<file path="src/rtl/apc_pkg.sv">
`timescale 1ns / 1ps
package apc_pkg;

  // Field widths
  localparam int AmtW = 63;
  localparam int IdW  = 32;
  localparam int ProdW = 126;

  // Status codes of a result
  localparam logic [1:0] ST_OK      = 2'd0;
  localparam logic [1:0] ST_NOMATCH = 2'd1;
  localparam logic [1:0] ST_ZERODIV = 2'd2;
  localparam logic [1:0] ST_OVERRUN = 2'd3;

  // Supply limit after reset
  localparam logic [AmtW-1:0] MaxSupplyRst = 63'd1000000000000000;

  // Request details that travel alongside the arithmetic
  typedef struct packed {
    logic [1:0]     st;
    logic [IdW-1:0] tag;
  } apc_side_t;

  // Front-end payload carried through the multiplier
  typedef struct packed {
    logic            mode;
    logic [AmtW-1:0] d;
    apc_side_t       side;
  } apc_front_t;

  // One stage of the long division
  typedef struct packed {
    logic [AmtW-1:0] r;
    logic [AmtW-1:0] w;
    logic [AmtW-1:0] d;
    logic            big;
    apc_side_t       side;
  } apc_div_t;

endpackage

</file>
<file path="src/rtl/apc_div_step.sv">
`timescale 1ns / 1ps
module apc_div_step import apc_pkg::*; (
  input  logic     clk_i,
  input  logic     rst_ni,
  input  logic     en_i,
  input  logic     valid_i,
  input  apc_div_t stage_i,
  output logic     valid_o,
  output apc_div_t stage_o
);

  logic            valid_q;
  apc_div_t        stage_q;
  apc_div_t        stage_d;
  logic [AmtW:0]   trial;
  logic [AmtW:0]   diff;
  logic            ge;

  // One restoring step: bring down the next numerator bit and subtract
  assign trial = {stage_i.r, stage_i.w[AmtW-1]};
  assign diff  = trial - {1'b0, stage_i.d};
  assign ge    = trial >= {1'b0, stage_i.d};

  always_comb begin
    stage_d   = stage_i;
    stage_d.r = ge ? diff[AmtW-1:0] : trial[AmtW-1:0];
    stage_d.w = {stage_i.w[AmtW-2:0], ge};
  end

  always_ff @(posedge clk_i or negedge rst_ni) begin
    if (!rst_ni) begin
      valid_q <= 1'b0;
    end else if (en_i) begin
      valid_q <= valid_i;
    end
  end

  always_ff @(posedge clk_i) begin
    if (en_i) begin
      stage_q <= stage_d;
    end
  end

  assign valid_o = valid_q;
  assign stage_o = stage_q;

endmodule

</file>
<file path="config.mk">
export PLATFORM = sky130hd
export DESIGN_NAME = apc_div_step
export DESIGN_NICKNAME = d
export VERILOG_FILES = /design/src/rtl/apc_pkg.sv /design/src/rtl/apc_div_step.sv
export SDC_FILE = /design/constraint.sdc
export NUM_CORES = 1
export LEC_CHECK = 0
export BUFFER_PORTS_ARGS = -buffer_cell sky130_fd_sc_hd__buf_2
export CAP_MARGIN = 20
export CORE_AREA = 5 5 173 175
export DETAILED_ROUTE_END_ITERATION = 10
export DIE_AREA = 0 0 178 180
export PLACE_DENSITY = 0.69
export SLEW_MARGIN = 0
export SYNTH_ARGS = -nofsm -noshare
export SYNTH_HDL_FRONTEND = slang
export SYNTH_SLANG_ARGS = --single-unit
</file>
<file path="constraint.sdc">
create_clock -name clk_i -period 1.2 [get_ports clk_i]
set_clock_uncertainty 0.1 [all_clocks]
set_input_delay 0.06 -clock clk_i [delete_from_list [all_inputs] [get_ports clk_i]]
set_output_delay 0.06 -clock clk_i [all_outputs]
set_load 0.01 [all_outputs]
</file>
Word level (Yosys, flattened, before mapping)
Cells that the tools add are included.

operators by class
  add/subtract/negate cells = 1
  $lt $le $gt $ge = 1
  mux-type cells = 1

operators by type and width
  cell              number
  $ge A64 B63 Y1    1
  $mux W63          1
  $sub A63 B63 Y63  1

word-level totals
  bits in registers = 225
  input bits = 228
  output and inout port bits = 225
  word-level logic and storage cells = 10

Depth between registers and ports, before layout
  depth after elaboration = 2
  depth in mapped cells = 15
  gate-level depth less buffers = 13

Worst setup path before layout
Ideal clock, no wire load.

  path type = input to register
  start point = input port stage_i[56] in the netlist's numbering
  end point = register stage_q (netlist bit stage_o[220]) (data pin)
  library setup time = 0.274 ns
  arrival = 2.401 ns
  data required time = 0.826 ns
  slack = -1.575 ns
  stages on the path = 13
  buffers on the path = 2
  path through = inv_1 -> ha_1 -> buf_2 -> nand2_1 -> or4_1 -> o311ai_1 -> a21oi_1 -> nor2_2 -> a41oi_2 -> buf_6 -> or4_1 -> o211ai_2 -> a221oi_2

RTL lines
  element               RTL line            text
  from (decl)           apc_div_step.sv:7   input apc_div_t stage_i,
  to (signal assigned)  apc_div_step.sv:40  stage_q <= stage_d;
  to (decl)             apc_div_step.sv:13  apc_div_t stage_q;

==> results.py <==
metrics = {
    "synthesis": {
        "netlist-cell-type-count": 72,
        "synthTopCellsByCount": "224 x edfxtp_1, 114 x nand2_1, 84 x o21ai_0",
        "ys_seq_elements": 225,
        "avgSynthCellArea_um2": 11.56,
        "async_reset_ff_share_pct": 0.4444,
        "yosys.cell_count.top_type": "edfxtp_1",
        "yosysWarnings": 0,
        "synth_top_area_cell": "edfxtp_1",
        "yosys.area.top_type_share_pct": 57.86,
        "yosys-top-cells-area": "edfxtp_1 58%, ha_1 6.8%, nand2_1 3.7%",
        "netlist_area_mm2": 0.01163,
        "synthCells": 1006,
        "synth_edf_count": 224,
        "ys.flop_type": "edfxtp_1",
        "ys_seq_area_share_pct": 58.07,
        "syn-num-nets": 1298,
    },
    "cells_and_area": {
        "final_core_util_pct": 79.05,
        "drive_gt1_share_pct": 54.43,
        "fillCellCount": 1601,
        "nets": 2327,
        "area_delta_synth_final_pct": 92.52,
    },
    "pwr": {
        "total_leakage_power_nw": 10.01,
        "max-vdd-ir-drop_v": 0.001179,
        "cellPowerDensity_mw_per_mm2": 1186,
        "p_total_mw": 26.55,
    },
    "routing": {
        "drt_iter0_markers": 935,
        "ant_nets": 0,
        "num_vias": 12920,
        "routed-wl-met2_mm": 28.10,
        "wl_mm": 53.86,
        "avgViaCountPerCell": 5.287,
        "drc": 0,
        "wl_per_cell_um": 22.05,
        "dr.pass1.iters": 6,
        "wl_met3_mm": 4.175,
        "maxUsedRoutingLayer": "met5",
        "wl_met1_mm": 18.57,
    },
    "sta": {
        "finalSetupViolCount": 271,
        "worst_pin_slew_ns": 0.4805,
        "slew_viol_final": 0,
        "rsz0062_at_grt": "yes",
        "finalHoldViolCount": 5,
        "hold_ws_ns": -0.4086,
        "timing.final.crit_share_pct": 205.3,
        "slew_headroom_pct": 67.63,
        "tns_ns": -80.40,
        "layout_setup_ws_ns": -1.264,
        "max_clock_freq_mhz": 405.8,
        "min_period_ns": 2.464,
    },
    "status": {
        "violations": "negative hold slack, negative setup slack",
        "outcome": "finished, violations left",
    },
    "die": {
        "start_util_pct": 41.06,
        "die_y_um": 180,
        "rows": 62,
        "die_w_um": 178,
        "core-area_mm2": 0.02831,
        "pin_count": 453,
        "die_area_mm2": 0.03204,
    },
    "placed_design": {
        "routabilityCongestion": 0.9031,
        "portBuffers": 452,
        "post-dp-hpwl_mm": 32.37,
        "place_ws_ns": -2.046,
    },
    "clock_network": {
        "cts_tree": "built",
        "clk_path_buf_depth": 3,
        "clk_latency_ns": 0.54,
        "clkTransAtPathRegs_ns": 0.06,
        "clockRootBuffer": "clkbuf_16",
        "h-tree-depth": 1,
        "cts.sinks": 225,
        "numCtsBuffers": 26,
    },
    "grt": {
        "grt_pass1_vias": 13270,
        "grt_max_degree": 54,
        "grt_pass1_wl_mm": 74.93,
        "antenna_found_initial": 7,
        "grt_use_total_pct": 29.93,
        "gr-total-overflow": 0,
    },
    "hold_path": {
        "worstHoldPathType": "in -> reg",
    },
    "worst_setup_path": {
        "cp-start-kind": "input port",
        "crit_chain": "buf_8, inv_6, ha_4, nand4_1, or4_4, o311ai_4, a21oi_2, nor2_4, a41oi_4, buf_6, buf_6, buf_16, buf_16, nand2_1, o21ai_1",
        "crit_family": "simple AND/OR/NAND/NOR gates",
        "critical_path_required_ns": 1.39,
        "setup.worst_path.class": "in -> reg",
        "end_kind": "flop",
        "critPathMaxFanout": 6,
        "slowest_stage": "or4_4",
        "crit_buf_inv": 6,
        "worstPathArrival_ns": 2.66,
        "slowest_delay_ns": 0.58,
    },
    "job": {
        "drv_cap": 0,
    },
}
## stage by stage
step | hold slack, ns | cell area, um^2 | std cells
after global placement | -0.2642 | 16770 | 2102
after global routing | -0.4313 | 22380 | 2442
after CTS | -0.4306 | 21490 | 2420
after detailed placement | -0.2623 | 16770 | 2102
after floorplan | -0.3356 | 11880 | 1006
final | -0.4086 | 22380 | 2443
## power breakdown
part / switching (mW) / internal, mW
clock network: 3.41 / 4.42
registers: 0.281 / 9.64
logic: 4.28 / 4.53
total: 7.97 / 18.6
## routing by layer
layer | vias up | GRT usage [%]
li1 | 5812 | -
met1 | 6253 | 32.64
met2 | 663 | 53.45
met3 | 185 | 7.416
met4 | 4 | 15.16
met5 | - | 0
## path summary, 6_finish.rpt
check | start | to | slack [ns] | cells past startpoint
worst min-delay path | stage_i[41] | stage_o[41] | -0.41 | 1
worst min register to register | valid_o | valid_o | 0.42 | 1
worst max-delay path | stage_i[39] | stage_o[161] | -1.26 | 15
max in group asynchronous | rst_ni | valid_o | 0.63 | 3
worst max register to register | valid_o | valid_o | 0.35 | 1
min in group asynchronous | rst_ni | valid_o | 0.26 | 3
## cell families after synthesis
| family | Yosys count | share of synthesized area [%] |
|---|---|---|
| AO/OA/AOI/OAI | 290 | 16.08 |
| XOR/XNOR | 54 | 4.068 |
| adder cells (fa/ha/maj) | 64 | 6.952 |
| buffers and inverters | 118 | 4.079 |
| flip-flops | 225 | 58.07 |
| multiplexers | 6 | 0.5488 |
| AND/OR/NAND/NOR | 249 | 10.20 |
## final cells by class
class	instances	area, um^2	area share (%)
sequential	225	6751	30.16
timing repair buffer	1038	8060	36.01
multi-input combinational	663	5908	26.40
inverter	81	349.1	1.560
clock inverter	18	158.9	0.7099
tap	384	480.5	2.147
antenna	5	12.51	0.05590
clock buffer	29	661.9	2.957
## state kept, by name, indices dropped and copies added (netlist names)
register and count:
stage_o 224, valid_o 1
## placed cells by master, fill, tap and decap left out, types with 7 or more instances in the layout
cell type	instances
buf_2	403
buf_4	306
dlygate4sd3_1	224
edfxtp_1	224
buf_6	74
nand2_1	61
a21oi_1	56
inv_1	53
o21ai_2	39
ha_4	37
nand2_4	32
a21o_1	32
xnor2_1	28
clkbuf_16	27
o21ai_0	25
nor2_1	24
o21ai_1	24
ha_1	24
a21oi_2	22
nand2_2	21
xor2_1	20
inv_2	18
nand4_1	18
o21bai_1	17
nand3_1	16
buf_12	14
nor3_1	11
nand2b_1	10
buf_16	10
and3_1	8
a31oi_1	8
and2_1	7
o21a_1	7
## repair_timing
item / in CTS / in global routing
gates cloned: 11 / 2
hold buffers: 221 / 3
pin swaps: 86 / 86
endpoints found under the setup margin: 289 / 289
resized for setup: 299 / 185
endpoints found under the hold margin: 326 / 7
setup buffers: 42 / 18
No activity file was read; power rests on OpenSTA's default activity.
